`src/rtl/core/hsv_color_light_detector_assert.svh`:
```
// ----------------------------------------------------------------------------
// hsv_color_light_detector_assert.svh - assertion macros
// Wrappers for concurrent checks; they expand to nothing in synthesis.
// ----------------------------------------------------------------------------
`ifndef HSV_COLOR_LIGHT_DETECTOR_ASSERT_SVH
`define HSV_COLOR_LIGHT_DETECTOR_ASSERT_SVH

`ifndef SYNTHESIS
// same-cycle implication
`define HCLD_ASSERT_NOW(label, clk, rst_n, ante, cons) \
    label: assert property (@(posedge clk) disable iff (!rst_n) (ante) |-> (cons)) \
        else $error("hcld check failed");
// next-cycle implication
`define HCLD_ASSERT_NEXT(label, clk, rst_n, ante, cons) \
    label: assert property (@(posedge clk) disable iff (!rst_n) (ante) |=> (cons)) \
        else $error("hcld check failed");
`else
`define HCLD_ASSERT_NOW(label, clk, rst_n, ante, cons)
`define HCLD_ASSERT_NEXT(label, clk, rst_n, ante, cons)
`endif

`endif

```
`src/rtl/core/hcld_pkg.sv`:
```
// ----------------------------------------------------------------------------
// hcld_pkg - shared types and constants
// Request and result records, light and outcome codes, register indexes.
// ----------------------------------------------------------------------------
package hcld_pkg;

    typedef enum logic [1:0] {
        LIGHT_NONE  = 2'd0,
        LIGHT_RED   = 2'd1,
        LIGHT_GREEN = 2'd2
    } light_t;

    typedef enum logic [1:0] {
        OUTCOME_RUNNING = 2'd0,
        OUTCOME_SUCCESS = 2'd1,
        OUTCOME_TIMEOUT = 2'd2
    } outcome_t;

    localparam logic CMD_PIXEL = 1'b0;
    localparam logic CMD_START = 1'b1;

    localparam int CFG_DATA_W = 48;
    localparam int CFG_IDX_W  = 3;

    localparam logic [CFG_IDX_W-1:0] CFG_ROI_WINDOW      = 3'd0;
    localparam logic [CFG_IDX_W-1:0] CFG_RED_HUE_BANDS   = 3'd1;
    localparam logic [CFG_IDX_W-1:0] CFG_RED_SAT_VAL     = 3'd2;
    localparam logic [CFG_IDX_W-1:0] CFG_GREEN_HSV       = 3'd3;
    localparam logic [CFG_IDX_W-1:0] CFG_RED_THRESHOLD   = 3'd4;
    localparam logic [CFG_IDX_W-1:0] CFG_GREEN_THRESHOLD = 3'd5;
    localparam logic [CFG_IDX_W-1:0] CFG_CONFIRM_FRAMES  = 3'd6;

    localparam logic [47:0] ROI_WINDOW_RST      = 48'd4124511109240;
    localparam logic [31:0] RED_HUE_BANDS_RST   = 32'd3031042560;
    localparam logic [31:0] RED_SAT_VAL_RST     = 32'd4284809060;
    localparam logic [47:0] GREEN_HSV_RST       = 48'd280809246576680;
    localparam logic [23:0] RED_THRESHOLD_RST   = 24'd100;
    localparam logic [23:0] GREEN_THRESHOLD_RST = 24'd100;
    localparam logic [7:0]  CONFIRM_FRAMES_RST  = 8'd10;
    localparam logic [15:0] TIMEOUT_LIMIT_RST   = 16'd300;

    // classified request, front to back
    typedef struct packed {
        logic        start;
        logic        red_hit;
        logic        green_hit;
        logic        frame_end;
        logic [15:0] timeout;
    } req_t;

    // per-frame result
    typedef struct packed {
        light_t      light;
        logic [23:0] red_count;
        logic [23:0] green_count;
        logic        confirmed;
        outcome_t    outcome;
        logic        stop_drive;
    } res_t;

    // back stage handshake and status
    typedef struct packed {
        logic req_pop;
        logic res_push;
        logic run_active;
    } back_ctl_t;

    function automatic logic in_range(input logic [7:0] v, input logic [7:0] lo,
                                      input logic [7:0] hi);
        return (v >= lo) && (v <= hi);
    endfunction

endpackage

```
`src/rtl/core/hcld_fifo.sv`:
```
// ----------------------------------------------------------------------------
// hcld_fifo - small register queue
// Power-of-two depth, first-word fall-through read.
// ----------------------------------------------------------------------------
module hcld_fifo #(
    parameter int WIDTH = 8,
    parameter int DEPTH = 4
) (
    input  logic             clk,
    input  logic             rst_n,
    input  logic             wr_en,
    input  logic [WIDTH-1:0] wr_data,
    input  logic             rd_en,
    output logic [WIDTH-1:0] rd_data,
    output logic             full,
    output logic             empty
);
    localparam int AW = $clog2(DEPTH);
    localparam logic [AW:0] DEPTH_CNT = (AW+1)'(DEPTH);

    logic [WIDTH-1:0] mem_reg [DEPTH];
    logic [AW-1:0]    wr_ptr_reg;
    logic [AW-1:0]    rd_ptr_reg;
    logic [AW:0]      count_reg;
    logic             do_wr;
    logic             do_rd;

    assign full    = (count_reg == DEPTH_CNT);
    assign empty   = (count_reg == '0);
    assign do_wr   = wr_en && !full;
    assign do_rd   = rd_en && !empty;
    assign rd_data = mem_reg[rd_ptr_reg];

    always_ff @(posedge clk)
    begin
        if (do_wr)
        begin
            mem_reg[wr_ptr_reg] <= wr_data;
        end
    end

    always_ff @(posedge clk or negedge rst_n)
    begin
        if (!rst_n)
        begin
            wr_ptr_reg <= '0;
            rd_ptr_reg <= '0;
            count_reg  <= '0;
        end
        else
        begin
            if (do_wr)
            begin
                wr_ptr_reg <= wr_ptr_reg + 1'b1;
            end
            if (do_rd)
            begin
                rd_ptr_reg <= rd_ptr_reg + 1'b1;
            end
            if (do_wr && !do_rd)
            begin
                count_reg <= count_reg + 1'b1;
            end
            else if (do_rd && !do_wr)
            begin
                count_reg <= count_reg - 1'b1;
            end
        end
    end

endmodule

```
`src/rtl/core/hcld_front.sv`:
```
// ----------------------------------------------------------------------------
// hcld_front - pixel classifier
// Window test and red / green HSV box tests; resolves the run timeout.
// ----------------------------------------------------------------------------
module hcld_front #(
    parameter int COORD_BITS             = 12,
    parameter int DEFAULT_TIMEOUT_FRAMES = 300
) (
    input  logic                  cmd,
    input  logic [COORD_BITS-1:0] pixel_x,
    input  logic [COORD_BITS-1:0] pixel_y,
    input  logic [7:0]            hue,
    input  logic [7:0]            saturation,
    input  logic [7:0]            brightness,
    input  logic                  frame_end,
    input  logic [15:0]           timeout_frames,
    input  logic [47:0]           roi_window,
    input  logic [31:0]           red_hue_bands,
    input  logic [31:0]           red_sat_val_bounds,
    input  logic [47:0]           green_hsv_bounds,
    output hcld_pkg::req_t        req
);
    import hcld_pkg::*;

    localparam int C     = COORD_BITS;
    localparam int ROI_W = (4 * C > 48) ? 4 * C : 48;
    localparam logic [15:0] DEF_TIMEOUT = 16'(DEFAULT_TIMEOUT_FRAMES);

    logic [ROI_W-1:0] roi_pad;
    logic [C-1:0]     wx, wy, ww, wh;
    logic [C:0]       x_end, y_end;
    logic             in_win;
    logic             red_hue, red_sv, green_box;

    // fields above bit 47 read as zero
    assign roi_pad = ROI_W'(roi_window);
    assign wx = roi_pad[0 +: C];
    assign wy = roi_pad[C +: C];
    assign ww = roi_pad[2*C +: C];
    assign wh = roi_pad[3*C +: C];

    assign x_end  = {1'b0, wx} + {1'b0, ww};
    assign y_end  = {1'b0, wy} + {1'b0, wh};
    assign in_win = (pixel_x >= wx) && ({1'b0, pixel_x} < x_end) &&
                    (pixel_y >= wy) && ({1'b0, pixel_y} < y_end);

    assign red_hue = in_range(hue, red_hue_bands[7:0], red_hue_bands[15:8]) ||
                     in_range(hue, red_hue_bands[23:16], red_hue_bands[31:24]);
    assign red_sv  = in_range(saturation, red_sat_val_bounds[7:0], red_sat_val_bounds[15:8]) &&
                     in_range(brightness, red_sat_val_bounds[23:16],
                              red_sat_val_bounds[31:24]);
    assign green_box = in_range(hue, green_hsv_bounds[7:0], green_hsv_bounds[15:8]) &&
                       in_range(saturation, green_hsv_bounds[23:16], green_hsv_bounds[31:24]) &&
                       in_range(brightness, green_hsv_bounds[39:32], green_hsv_bounds[47:40]);

    always_comb
    begin
        req.start     = (cmd == CMD_START);
        req.red_hit   = in_win && red_hue && red_sv;
        req.green_hit = in_win && green_box;
        req.frame_end = frame_end;
        req.timeout   = (timeout_frames != 16'd0) ? timeout_frames : DEF_TIMEOUT;
    end

endmodule

```
`src/rtl/core/hcld_back.sv`:
```
// ----------------------------------------------------------------------------
// hcld_back - run control and frame evaluation
// Tallies hits, decides the light per frame, tracks green age and timeout.
// ----------------------------------------------------------------------------
module hcld_back #(
    parameter int COUNT_BITS = 24
) (
    input  logic                clk,
    input  logic                rst_n,
    input  logic                req_valid,
    input  hcld_pkg::req_t      req,
    input  logic                res_ready,
    input  logic [23:0]         red_count_threshold,
    input  logic [23:0]         green_count_threshold,
    input  logic [7:0]          confirm_frames,
    output hcld_pkg::res_t      res,
    output hcld_pkg::back_ctl_t ctl
);
    import hcld_pkg::*;

    localparam int CMP_W = (COUNT_BITS > 24) ? COUNT_BITS : 24;
    localparam logic [COUNT_BITS-1:0] TALLY_MAX = '1;

    logic                  run_active_reg, run_active_next;
    light_t                light_reg, light_next;
    logic [7:0]            green_age_reg, green_age_next;
    logic                  confirmed_reg, confirmed_next;
    logic [15:0]           frames_reg, frames_next;
    logic [15:0]           limit_reg, limit_next;
    logic [COUNT_BITS-1:0] red_tally_reg, red_tally_next;
    logic [COUNT_BITS-1:0] green_tally_reg, green_tally_next;

    logic [COUNT_BITS-1:0] red_t, green_t;
    logic                  red_over, green_over;
    outcome_t              outcome;

    // hit counts including the current pixel, saturating
    assign red_t   = (req.red_hit && red_tally_reg != TALLY_MAX) ?
                     red_tally_reg + 1'b1 : red_tally_reg;
    assign green_t = (req.green_hit && green_tally_reg != TALLY_MAX) ?
                     green_tally_reg + 1'b1 : green_tally_reg;
    assign red_over   = CMP_W'(red_t) > CMP_W'(red_count_threshold);
    assign green_over = CMP_W'(green_t) > CMP_W'(green_count_threshold);

    always_comb
    begin
        run_active_next  = run_active_reg;
        light_next       = light_reg;
        green_age_next   = green_age_reg;
        confirmed_next   = confirmed_reg;
        frames_next      = frames_reg;
        limit_next       = limit_reg;
        red_tally_next   = red_tally_reg;
        green_tally_next = green_tally_reg;
        outcome          = OUTCOME_RUNNING;
        ctl.req_pop      = req_valid && res_ready;
        ctl.res_push     = 1'b0;
        ctl.run_active   = run_active_reg;

        if (ctl.req_pop)
        begin
            if (req.start)
            begin
                run_active_next  = 1'b1;
                light_next       = LIGHT_NONE;
                green_age_next   = 8'd0;
                confirmed_next   = 1'b0;
                frames_next      = 16'd0;
                limit_next       = req.timeout;
                red_tally_next   = '0;
                green_tally_next = '0;
            end
            else if (run_active_reg)
            begin
                red_tally_next   = red_t;
                green_tally_next = green_t;
                if (req.frame_end)
                begin
                    frames_next = (frames_reg == 16'hFFFF) ? frames_reg : frames_reg + 16'd1;
                    if (red_over)
                    begin
                        light_next     = LIGHT_RED;
                        green_age_next = 8'd0;
                        confirmed_next = 1'b0;
                    end
                    else if (green_over)
                    begin
                        if (light_reg != LIGHT_GREEN)
                        begin
                            green_age_next = 8'd0;
                            confirmed_next = 1'b0;
                        end
                        else
                        begin
                            green_age_next = (green_age_reg == 8'hFF) ?
                                             green_age_reg : green_age_reg + 8'd1;
                        end
                        light_next = LIGHT_GREEN;
                        if (green_age_next >= confirm_frames)
                        begin
                            confirmed_next = 1'b1;
                        end
                    end
                    else
                    begin
                        light_next     = LIGHT_NONE;
                        green_age_next = 8'd0;
                        confirmed_next = 1'b0;
                    end

                    if (light_next == LIGHT_GREEN && confirmed_next)
                    begin
                        outcome = OUTCOME_SUCCESS;
                    end
                    else if (light_next == LIGHT_NONE && frames_next > limit_reg)
                    begin
                        outcome = OUTCOME_TIMEOUT;
                    end

                    ctl.res_push     = 1'b1;
                    red_tally_next   = '0;
                    green_tally_next = '0;
                    if (outcome != OUTCOME_RUNNING)
                    begin
                        run_active_next = 1'b0;
                    end
                end
            end
        end

        res.light       = light_next;
        res.red_count   = 24'(red_t);
        res.green_count = 24'(green_t);
        res.confirmed   = confirmed_next;
        res.outcome     = outcome;
        res.stop_drive  = (light_next == LIGHT_RED);
    end

    always_ff @(posedge clk or negedge rst_n)
    begin
        if (!rst_n)
        begin
            run_active_reg  <= 1'b0;
            light_reg       <= LIGHT_NONE;
            green_age_reg   <= 8'd0;
            confirmed_reg   <= 1'b0;
            frames_reg      <= 16'd0;
            limit_reg       <= TIMEOUT_LIMIT_RST;
            red_tally_reg   <= '0;
            green_tally_reg <= '0;
        end
        else
        begin
            run_active_reg  <= run_active_next;
            light_reg       <= light_next;
            green_age_reg   <= green_age_next;
            confirmed_reg   <= confirmed_next;
            frames_reg      <= frames_next;
            limit_reg       <= limit_next;
            red_tally_reg   <= red_tally_next;
            green_tally_reg <= green_tally_next;
        end
    end

endmodule

```
`src/rtl/core/hsv_color_light_detector.sv`:
```
// ----------------------------------------------------------------------------
// hsv_color_light_detector - traffic light detector over an HSV pixel stream
// Counts red and green pixels in a window and reports the light per frame.
// ----------------------------------------------------------------------------
// The block takes one request per clock while full is low: a start request
// (cmd = 1) that opens a detection run and loads its frame timeout, or a
// pixel request carrying coordinates and H, S, V bytes. The classifier tests
// each pixel against the window and the color boxes as it is accepted; the
// result goes into a four-entry queue, and the run controller behind it
// tallies hits and, on the pixel flagged frame_end, produces one result:
// light state, both counts, green confirmation, outcome and stop_drive.
// Sustained rate is one request per clock while the result queue has room;
// a result is written to the result queue as its frame_end request leaves
// the request queue. A two-entry result queue lets the controller keep
// running while a result waits for pop. Pixels outside a run are consumed
// with no result. Configuration writes take effect on the next clock and
// must be made while no request is in flight.
// ----------------------------------------------------------------------------
`include "hsv_color_light_detector_assert.svh"

module hsv_color_light_detector #(
    parameter int COORD_BITS             = 12,
    parameter int COUNT_BITS             = 24,
    parameter int DEFAULT_TIMEOUT_FRAMES = 300
) (
    input  logic                            clk,
    input  logic                            rst_n,
    // request side
    input  logic                            push,
    output logic                            full,
    input  logic                            cmd,
    input  logic [COORD_BITS-1:0]           pixel_x,
    input  logic [COORD_BITS-1:0]           pixel_y,
    input  logic [7:0]                      hue,
    input  logic [7:0]                      saturation,
    input  logic [7:0]                      brightness,
    input  logic                            frame_end,
    input  logic [15:0]                     timeout_frames,
    // result side
    output logic                            empty,
    input  logic                            pop,
    output logic [1:0]                      light_state,
    output logic [23:0]                     red_count,
    output logic [23:0]                     green_count,
    output logic                            green_confirmed,
    output logic [1:0]                      outcome,
    output logic                            stop_drive,
    // configuration
    input  logic                            cfg_write,
    input  logic [hcld_pkg::CFG_IDX_W-1:0]  cfg_index,
    input  logic [hcld_pkg::CFG_DATA_W-1:0] cfg_data
);
    import hcld_pkg::*;

    localparam int REQ_W     = $bits(req_t);
    localparam int RES_W     = $bits(res_t);
    localparam int REQ_DEPTH = 4;
    localparam int RES_DEPTH = 2;

    // configuration registers
    logic [47:0] roi_window_reg;
    logic [31:0] red_hue_bands_reg;
    logic [31:0] red_sat_val_reg;
    logic [47:0] green_hsv_reg;
    logic [23:0] red_thr_reg;
    logic [23:0] green_thr_reg;
    logic [7:0]  confirm_frames_reg;

    req_t             front_req;
    req_t             mid_req;
    logic [REQ_W-1:0] mid_rd_data;
    logic             mid_empty;
    logic             mid_full;

    res_t             back_res;
    res_t             out_res;
    logic [RES_W-1:0] out_rd_data;
    logic             out_full;
    back_ctl_t        back_ctl;

    always_ff @(posedge clk or negedge rst_n)
    begin
        if (!rst_n)
        begin
            roi_window_reg     <= ROI_WINDOW_RST;
            red_hue_bands_reg  <= RED_HUE_BANDS_RST;
            red_sat_val_reg    <= RED_SAT_VAL_RST;
            green_hsv_reg      <= GREEN_HSV_RST;
            red_thr_reg        <= RED_THRESHOLD_RST;
            green_thr_reg      <= GREEN_THRESHOLD_RST;
            confirm_frames_reg <= CONFIRM_FRAMES_RST;
        end
        else if (cfg_write)
        begin
            case (cfg_index)
                CFG_ROI_WINDOW:      roi_window_reg     <= cfg_data;
                CFG_RED_HUE_BANDS:   red_hue_bands_reg  <= cfg_data[31:0];
                CFG_RED_SAT_VAL:     red_sat_val_reg    <= cfg_data[31:0];
                CFG_GREEN_HSV:       green_hsv_reg      <= cfg_data;
                CFG_RED_THRESHOLD:   red_thr_reg        <= cfg_data[23:0];
                CFG_GREEN_THRESHOLD: green_thr_reg      <= cfg_data[23:0];
                CFG_CONFIRM_FRAMES:  confirm_frames_reg <= cfg_data[7:0];
                default:             ;
            endcase
        end
    end

    // front: classify on acceptance
    hcld_front #(
        .COORD_BITS             (COORD_BITS),
        .DEFAULT_TIMEOUT_FRAMES (DEFAULT_TIMEOUT_FRAMES)
    ) u_front (
        .cmd                (cmd),
        .pixel_x            (pixel_x),
        .pixel_y            (pixel_y),
        .hue                (hue),
        .saturation         (saturation),
        .brightness         (brightness),
        .frame_end          (frame_end),
        .timeout_frames     (timeout_frames),
        .roi_window         (roi_window_reg),
        .red_hue_bands      (red_hue_bands_reg),
        .red_sat_val_bounds (red_sat_val_reg),
        .green_hsv_bounds   (green_hsv_reg),
        .req                (front_req)
    );

    // classified requests waiting for the controller
    hcld_fifo #(
        .WIDTH (REQ_W),
        .DEPTH (REQ_DEPTH)
    ) u_req_fifo (
        .clk     (clk),
        .rst_n   (rst_n),
        .wr_en   (push),
        .wr_data (front_req),
        .rd_en   (back_ctl.req_pop),
        .rd_data (mid_rd_data),
        .full    (mid_full),
        .empty   (mid_empty)
    );

    assign full    = mid_full;
    assign mid_req = req_t'(mid_rd_data);

    // back: run control
    hcld_back #(
        .COUNT_BITS (COUNT_BITS)
    ) u_back (
        .clk                   (clk),
        .rst_n                 (rst_n),
        .req_valid             (!mid_empty),
        .req                   (mid_req),
        .res_ready             (!out_full),
        .red_count_threshold   (red_thr_reg),
        .green_count_threshold (green_thr_reg),
        .confirm_frames        (confirm_frames_reg),
        .res                   (back_res),
        .ctl                   (back_ctl)
    );

    // finished results waiting for pop
    hcld_fifo #(
        .WIDTH (RES_W),
        .DEPTH (RES_DEPTH)
    ) u_res_fifo (
        .clk     (clk),
        .rst_n   (rst_n),
        .wr_en   (back_ctl.res_push),
        .wr_data (back_res),
        .rd_en   (pop),
        .rd_data (out_rd_data),
        .full    (out_full),
        .empty   (empty)
    );

    assign out_res         = res_t'(out_rd_data);
    assign light_state     = out_res.light;
    assign red_count       = out_res.red_count;
    assign green_count     = out_res.green_count;
    assign green_confirmed = out_res.confirmed;
    assign outcome         = out_res.outcome;
    assign stop_drive      = out_res.stop_drive;

    // controller only moves a request when a result slot is free
    `HCLD_ASSERT_NOW(a_res_room, clk, rst_n, back_ctl.res_push, !out_full && back_ctl.req_pop)
    // controller never reads an empty request queue
    `HCLD_ASSERT_NOW(a_req_present, clk, rst_n, back_ctl.req_pop, !mid_empty)
    // a final result closes the run
    `HCLD_ASSERT_NEXT(a_run_closed, clk, rst_n,
        back_ctl.res_push && back_res.outcome != OUTCOME_RUNNING, !back_ctl.run_active)
    // a start request opens the run
    `HCLD_ASSERT_NEXT(a_run_opened, clk, rst_n,
        back_ctl.req_pop && mid_req.start, back_ctl.run_active)

endmodule

```
`config.mk`:
```
export PLATFORM = sky130hd
export DESIGN_NAME = hsv_color_light_detector
export DESIGN_NICKNAME = d
export VERILOG_FILES = /design/src/rtl/core/hcld_pkg.sv /design/src/rtl/core/hcld_fifo.sv /design/src/rtl/core/hcld_front.sv /design/src/rtl/core/hcld_back.sv /design/src/rtl/core/hsv_color_light_detector.sv
export VERILOG_INCLUDE_DIRS = /design/src /design/src/rtl/core
export SDC_FILE = /design/constraint.sdc
export NUM_CORES = 1
export LEC_CHECK = 0
export BUFFER_PORTS_ARGS = -buffer_cell sky130_fd_sc_hd__buf_2
export CAP_MARGIN = 20
export CORE_AREA = 2 2 237 239
export DETAILED_ROUTE_END_ITERATION = 8
export DIE_AREA = 0 0 239 241
export PLACE_DENSITY_LB_ADDON = 0.1
export SETUP_SLACK_MARGIN = 0.5
export SLEW_MARGIN = 20
export SYNTH_ARGS = -nofsm -noshare
export SYNTH_HDL_FRONTEND = slang
export SYNTH_SLANG_ARGS = --single-unit
export TNS_END_PERCENT = 20
```
`constraint.sdc`:
```
create_clock -name clk -period 6.7 [get_ports clk]
set_clock_uncertainty 0.15 [all_clocks]
set_input_delay 0.335 -clock clk [delete_from_list [all_inputs] [get_ports clk]]
set_output_delay 0.335 -clock clk [all_outputs]
set_load 0.03 [all_outputs]
```
==> flow_summary.toml, run 1 <==
[critical_path]
required_ns = 6.95
crit_arrival_ns = 5.00
cp-start-kind = "flop"
cp_max_fo = 10
cp-end-kind = "flop"
rr_worst_depth = 15
criticalPathCategory = "reg2reg"

[hold_path]
whs_path_depth = 2
hp-class = "in2reg"

[global_routing]
grt_pass1_vias = 18600
grt-ovfl-total = 0
grt_pass1_wl_um = 106000
grt_max_degree = 164
antenna_found_initial = 19
track_usage_pct = 24.1

[sta]
min_period_ns = 4.74
fmax_mhz = 211
slew_headroom_pct = 29.5
setup_violations = 0
tns_ns = 0
slew_violations = 0
setup_ws_ns = 1.96
hold_ws_ns = 0.0218
period_share_pct = 70.8
worstMarginPinSlew_ns = 1.06
rsz0062_at_grt = "false"
hold_viol = 0

[die]
io_pins = 178
core-area_sq_um = 54900
start_util_pct = 49.5
die_w_um = 239
die_h_um = 241
rows = 86
dieArea_sq_um = 57600

[routing]
drt-initial-drc-count = 1134
ant_nets = 0
viasPerCell = 5.58
firstDrtPassIters = 5
routed_wl_um = 68200
wl_per_cell_um = 20.4
vias = 18600
drcViolationCount = 0

[logic_synthesis]
yosys.area.top_type_share_pct = 21.8
async_reset_ff_share_pct = 62.9
synth-edff-count = 188
synthDistinctLibCells = 80
avgSynthCellArea_sq_um = 11.5
synth_top_area_cell = "dfrtp_1"
syn_area_sq_um = 27200
syn_nets = 2743
synthCells = 2354
synth_area_leaders = "dfrtp_1, edfxtp_1, ha_1, dfstp_2, mux2_2"
synthFlopType = "dfrtp_1"
synth_seq_cells = 507
synth_common_cells = "ha_1, dfrtp_1, inv_1"
ys_seq_area_share_pct = 50.6
ys_warn_count = 0
yosysMostFrequentCell = "ha_1"

[place]
post-place-ws_ns = 2.02
dpl.cell_count = 3164
hpwl_um = 47200
gp_congestion = 0.880
io_buffers = 177

[job]
timing.max_cap.violations = 0

[cts]
clk_latency_ns = 0.61
htree_levels = 2
clk_pin_slew_worst_paths_ns = 0.06
clock_sinks = 507
cts_buffers = 54
cts_tree = "built"
cts.path.max_buffers = 3
root_buffer = "clkbuf_16"
ctsResizeCount = 0

[pwr]
power_density_nw_per_um2 = 349
p_leak_uw = 0.0138
vdd_drop_max_mv = 0.217

[layout]
instances_no_fill = 3335
largest_reg_flops = 108
fillCellCount = 4637
area_growth_syn_to_layout_pct = 14.6
nNetsFinal = 2971
drive_above_1_share_pct = 22.7

[outcome]
outcome = "finished, final reports clean"
-- where the power goes --
group          internal, uW  switching (uW)  leakage [uW]
combinational          1440            2210       0.00729
sequential             3970             271       0.00568
clock                  1750            1230      0.000854
total                  7160            3700        0.0138
-- cell type report --
cell class / instances / area (sq um) / share of cell area (%)
clock inverters: 12 / 141 / 0.454
inverters: 217 / 815 / 2.62
flip-flops and latches: 507 / 13700 / 44.1
repair buffers: 259 / 1690 / 5.43
multi-input cells: 1543 / 12200 / 39.3
diodes: 4 / 10.0 / 0.0322
clock buffers: 89 / 1620 / 5.19
well taps: 704 / 881 / 2.83
-- worst paths after layout --
check,end,startpoint,slack (ns)
min in group asynchronous,u_back.green_tally_reg[4],rst_n,0.21
setup / recovery,u_res_fifo.mem_reg[0][3],u_back.red_tally_reg[0],1.96
hold / removal,u_req_fifo.mem_reg[0][5],timeout_frames[5],0.02
max in group asynchronous,u_res_fifo.rd_ptr_reg,rst_n,4.69
hold reg to reg,u_req_fifo.count_reg[2],u_req_fifo.count_reg[2],0.34
setup reg to reg,u_res_fifo.mem_reg[0][3],u_back.red_tally_reg[0],1.96
-- placed cells by master (no fill, tap or decap), drive strengths merged, types with 14 or more instances in the layout --
cell type / netlist / routed
dlygate4sd3: 0 / 66
o31ai: 17 / 17
xor2: 49 / 49
o21ai: 212 / 212
and4: 15 / 15
a31oi: 14 / 14
mux4: 20 / 20
edfxtp: 188 / 188
nand3: 39 / 39
nor2b: 23 / 23
dfstp: 82 / 82
nand4: 51 / 51
and2: 15 / 15
buf: 27 / 193
dfrtp: 237 / 237
o21a: 18 / 18
a21oi: 98 / 98
nand2b: 17 / 17
and3: 36 / 36
clkbuf: 60 / 89
mux2: 189 / 189
nand2: 189 / 189
xnor2: 42 / 42
nor2: 66 / 66
ha: 264 / 264
inv: 217 / 220
o211ai: 15 / 15
a22o: 32 / 32
nor3: 21 / 21
-- per-layer routing --
layer / global-route usage (%) / wire length (um)
met3: 5.41 / 3900
met1: 30.6 / 28900
met4: 8.62 / 2430
met2: 40.5 / 32800
met5: 0 / 115
-- worst max-delay path, cell delays in order, from the launching register on --
cell	delay [ns]
dfrtp_1	0.44
ha_1	0.26
and3_1	0.22
nand4_1	0.11
o21a_1	0.35
and3_1	0.34
and3_4	0.22
xor2_2	0.21
ha_1	0.29
a21oi_1	0.16
o22ai_1	0.09
a211oi_1	0.21
o31ai_1	0.15
o21ai_0	0.62
nand4_1	0.36
o21ai_0	0.35
-- cells by family after synthesis --
logic type      after synthesis  share of synthesized area, %
flops                       507                          50.6
simple gates                504                          9.52
compound gates              469                          10.4
buf+inv                     304                          4.51
fa+ha+maj                   267                          12.4
mux                         212                          9.61
xor+xnor                     91                          3.05
-- per-stage QoR --
step / util [%] / instance area [sq um] / power, uW
after floorplan: - / 27200 / 6890
after global placement: 52.3 / 28700 / 7820
after detailed placement: 52.3 / 28700 / 7930
after CTS: 56.7 / 31100 / 11000
after global routing: 56.7 / 31100 / 11600
final: 56.7 / 31100 / 10900
-- what timing repair did --
item                                   in CTS  in global routing
buffers inserted                            0                  0
endpoints found under the hold margin     268                  0
hold buffers                               66                  0
Power figures use the tool's default switching activity.
==> run 2, diff against run 1 <==
- clock period: 6.7 -> 4.06 ns (I/O delays scaled with it)
==> run 2 against run 1 <==
Against the previous run:
- design area up 5.7%
- non-clock buffer count up 104
- highest routed layer unchanged
- largest cell class unchanged
- die area unchanged
- critical path type unchanged
==> flow_summary.toml, run 2 (same netlist as run 1, synthesis figures left out) <==
[critical_path]
cp-end-kind = "flop"
cp-start-kind = "flop"
critical-path-max-stage-delay_ns = 0.62
ff2ff_setup_slack_ns = 0.27
criticalPathCategory = "reg2reg"
crit_arrival_ns = 4.13
crit_family = "simple AND/OR/NAND/NOR gates"
slowest_stage = "mux4_2"
crit_chain = "mux4_2, buf_4, nand3_4, nor4_2, buf_4, xor2_4, ha_4, and4_4, nand4_1, buf_4, o31ai_2, o21ai_2, buf_6, nor3b_4, a22o_1"
cp_max_fo = 6
required_ns = 4.41
cp_common_cell = "buf_4"
worst-path-buf-inv = 4

[routing]
routed_wl_um = 70100
drt-initial-drc-count = 1116
wl_per_cell_um = 20.3
drcViolationCount = 0
ant_nets = 0
firstDrtPassIters = 5
vias = 19200
viasPerCell = 5.58

[sta]
fmax_mhz = 264
slew_headroom_pct = 35.4
hold_ws_ns = 0.0444
rsz0062_at_grt = "true"
min_period_ns = 3.79
setup_violations = 0
slew_violations = 0
tns_ns = 0
hold_viol = 0
period_share_pct = 93.2
worstMarginPinSlew_ns = 0.969

[layout]
largest_reg_flops = 108
fillCellCount = 4525
drive_above_1_share_pct = 29.4
instances_no_fill = 3447
multiInputGateArea_sq_um = 12900
utilization_pct = 59.9
mostFrequentLayoutCell = "ha_1"
nNetsFinal = 3078
area_growth_syn_to_layout_pct = 21.1
final_cell_mix = "ha_1, dfrtp_1, inv_1"
seq_area_sq_um = 13700

[job]
timing.max_cap.violations = 0

[cts]
clk_pin_slew_worst_paths_ns = 0.06
cts_tree = "built"
clock_sinks = 507
clk_latency_ns = 0.62
root_buffer = "clkbuf_16"
cts_buffers = 57
cts.path.max_buffers = 3
htree_levels = 2

[die]
core-area_sq_um = 54900
io_pins = 178
die_w_um = 239
die_h_um = 241
start_util_pct = 49.5
rows = 86
dieArea_sq_um = 57600

[global_routing]
grt_pass1_wl_um = 108000
grt_max_degree = 122
grt-ovfl-total = 0
antenna_found_initial = 20
track_usage_pct = 24.4
grt_pass1_vias = 19400

[place]
hpwl_um = 47600
gp_congestion = 0.875
dpl.cell_count = 3225
io_buffers = 177

[pwr]
power_density_nw_per_um2 = 571
p_leak_uw = 0.0147
vdd_drop_max_mv = 0.384

[hold_path]
hp-class = "in2reg"

[outcome]
outcome = "finished, final reports clean"
[run 2: cell types whose count changed in the layout (fill, tap and decap cells not counted), moves of 8 or more]
cell / delta
xnor2_1: -12
clkbuf_1: -10
nand3_1: -8
and3_4: +8
ha_1: -9
buf_4: +90
and3_1: -10
dfrtp_2: +8
xnor2_2: +8
ha_4: +8
dfrtp_1: -8
[run 2: worst paths after layout]
| kind | startpoint | cells past startpoint | endpoint |
|---|---|---|---|
| setup / recovery | u_req_fifo.rd_ptr_reg[0] | 15 | u_back.green_age_reg[7] |
| hold / removal | cfg_index[1] | 4 | red_hue_bands_reg[27] |
| setup reg to reg | u_req_fifo.rd_ptr_reg[0] | 15 | u_back.green_age_reg[7] |
| hold reg to reg | u_back.limit_reg[1] | 1 | u_back.limit_reg[1] |
| max in group asynchronous | rst_n | 3 | red_thr_reg[5] |
| min in group asynchronous | rst_n | 2 | red_sat_val_reg[17] |
[run 2: timing repair]
| action | CTS | global route |
|---|---|---|
| hold endpoints to repair | 345 | 0 |
| setup buffers | 20 | 17 |
| gates resized for setup | 75 | 52 |
| hold buffers | 72 | 0 |
| endpoints found under the setup margin | 32 | 79 |
| pin swaps | 46 | 46 |
[run 2: where the power goes]
group          switching, uW  internal, uW  total [uW]
registers                470          6540        7010
logic                   3740          2650        6380
clock network           2120          3260        5380
total                   6330         12400       18800
[run 2: area by class of cell]
cell class,count,share of cell area [%]
Antenna cell,5,0.0380
Sequential cell,507,41.8
Inverter,217,2.48
Multi-Input combinational cell,1543,39.2
Clock inverter,24,0.871
Clock buffer,84,5.14
Tap cell,704,2.68
Timing Repair Buffer,363,7.78
[run 2: through the flow]
stage               power (uW)  instance area [sq um]  setup slack (ns)
CTS                      18900                  32500             0.359
detailed placement       13200                  29200            -0.123
global route             19900                  32900             0.178
global placement         13000                  29200           -0.0173
floorplan                11400                  27200             0.345
finish                   18800                  32900             0.274
[run 2: metal layers]
| metal | vias up | global-route usage [%] | wire, um |
|---|---|---|---|
| met5 | - | 0 | 117 |
| li1 | 9164 | - | - |
| met2 | 448 | 42.0 | 34500 |
| met1 | 9454 | 30.6 | 29600 |
| met4 | 18 | 9.00 | 2240 |
| met3 | 136 | 4.84 | 3560 |
[run 2: worst register-to-register path, cell delays in order (launching register included)]
cell     delay [ns]
dfrtp_1        0.41
mux4_2         0.62
buf_4          0.19
nand3_4        0.08
nor4_2         0.06
buf_4          0.16
xor2_4         0.17
ha_4           0.28
and4_4         0.23
nand4_1        0.19
buf_4          0.20
o31ai_2        0.25
o21ai_2        0.13
buf_6          0.14
nor3b_4        0.17
a22o_1         0.26
==> run 3, diff against run 2 <==
- clock period: 4.06 -> 4.45 ns (I/O delays scaled with it)
==> run 3 against run 2 <==
Against the previous run:
- design area down 2.5%
- power down 11%
- first-iteration DRC count up 13%
- clock power down 13%
- largest cell class unchanged
- largest power group unchanged
==> flow_summary.toml, run 3 (same netlist as run 1, synthesis figures left out) <==
[routing]
drt-initial-drc-count = 1259
viasPerCell = 5.59
vias = 18900
wl_per_cell_um = 20.0
routed_wl_um = 67800
drcViolationCount = 0
firstDrtPassIters = 5
ant_nets = 0

[cts]
cts_tree = "built"
clk_latency_ns = 0.61
clk_pin_slew_worst_paths_ns = 0.06
htree_levels = 2
cts_buffers = 56
cts.path.max_buffers = 3
root_buffer = "clkbuf_16"
clock_sinks = 507

[pwr]
vdd_drop_max_mv = 0.348
p_leak_uw = 0.0142
power_density_nw_per_um2 = 520
power.total_uw = 16700

[place]
io_buffers = 177
place_area_sq_um = 28800
hpwl_um = 46900
gp_congestion = 0.878
dpl.cell_count = 3176

[critical_path]
crit_arrival_ns = 4.22
required_ns = 4.79
crit_start = "u_back.green_tally_reg[0]"
cp_max_fo = 7
rr_worst_depth = 16
r2r-start = "u_back.green_tally_reg[0]"
criticalPathCategory = "reg2reg"
ff2ff_setup_slack_ns = 0.57
cp-start-kind = "flop"
cp-end-kind = "flop"
worstReg2RegEnd = "u_back.green_age_reg[2]"
worstSetupEndpoint = "u_back.green_age_reg[2]"

[layout]
nNetsFinal = 3019
area_growth_syn_to_layout_pct = 18.1
instances_no_fill = 3383
final_cell_mix = "ha_1, dfrtp_1, inv_1"
largest_reg_flops = 108
mostFrequentLayoutCell = "ha_1"
utilization_pct = 58.5
stdcell_area_sq_um = 32100
drive_above_1_share_pct = 27.1

[hold_path]
hp-class = "in2reg"
whs_path_depth = 4

[sta]
slew_headroom_pct = 37.0
slew_violations = 0
worstMarginPinSlew_ns = 0.945
min_period_ns = 3.88
tns_ns = 0
rsz0062_at_grt = "true"
fmax_mhz = 258
setup_violations = 0
period_share_pct = 87.2
hold_viol = 0

[die]
die_h_um = 241
start_util_pct = 49.5
rows = 86
io_pins = 178
core-area_sq_um = 54900
die_w_um = 239
dieArea_sq_um = 57600

[job]
timing.max_cap.violations = 0

[global_routing]
grt-ovfl-total = 0
grt_pass1_wl_um = 106000
grt_pass1_vias = 19000
track_usage_pct = 23.9
antenna_found_initial = 13
grt_max_degree = 112

[outcome]
outcome = "finished, final reports clean"
run 3: worst min-delay path by stage:
stage	slack, ns	endpoint	start
final	0.06	red_hue_bands_reg[29]	cfg_index[0]
after global routing	0.08	red_hue_bands_reg[26]	cfg_index[0]
after CTS	0.02	red_hue_bands_reg[29]	cfg_index[0]
after detailed placement	0.21	red_sat_val_reg[20]	rst_n
after global placement	0.23	green_hsv_reg[13]	rst_n
after floorplan	-0.22	confirm_frames_reg[0]	rst_n
run 3: final cells by class:
class / instances / area, sq um
Multi-Input combinational cell: 1543 / 12700
Inverter: 217 / 815
Clock buffer: 73 / 1580
Sequential cell: 507 / 13700
Fill cell: 4582 / 22800
Clock inverter: 31 / 293
Timing Repair Buffer: 305 / 2100
Antenna cell: 3 / 7.51
Tap cell: 704 / 881
run 3: power by group:
part	total (uW)	switching, uW	internal [uW]
sequential	6410	438	5970
clock	4700	1920	2780
combinational	5590	3300	2280
run 3: routing by layer:
metal	routed length [um]	global-route usage (%)	up-vias	share of wire [%]
li1	-	-	9036	-
met1	29600	31.1	9305	44
met2	32500	40.1	424	48
met3	3030	3.91	143	4.5
met4	2550	9.41	16	3.8
met5	105	0	-	0.15
run 3: metrics by stage:
stage / setup slack, ns / hold WS, ns
after floorplan: 0.735 / -0.223
after global placement: 0.192 / 0.233
after detailed placement: 0.0942 / 0.213
after CTS: 0.436 / 0.0185
after global routing: 0.426 / 0.0816
final: 0.572 / 0.0552
run 3: timing repair:
item                                   CTS  global route
hold buffers                            70             0
gates resized for setup                 30            62
pin swaps                               10            33
endpoints found under the hold margin  351             0
setup endpoints to repair               32            32
buffers inserted                        13            17
run 3: worst max-delay path, stage by stage, from the launching register on:
cell and delay, ns:
dfrtp_2 0.46, ha_4 0.19, and3_4 0.18, nand4_1 0.14, o21a_4 0.20, and4_4 0.28
and3_4 0.22, xor2_4 0.19, ha_1 0.29, a21oi_1 0.15, a21boi_0 0.15, o31ai_1 0.32
nand3_1 0.22, nand2_2 0.17, nor3b_4 0.06, buf_6 0.15, a22o_1 0.22
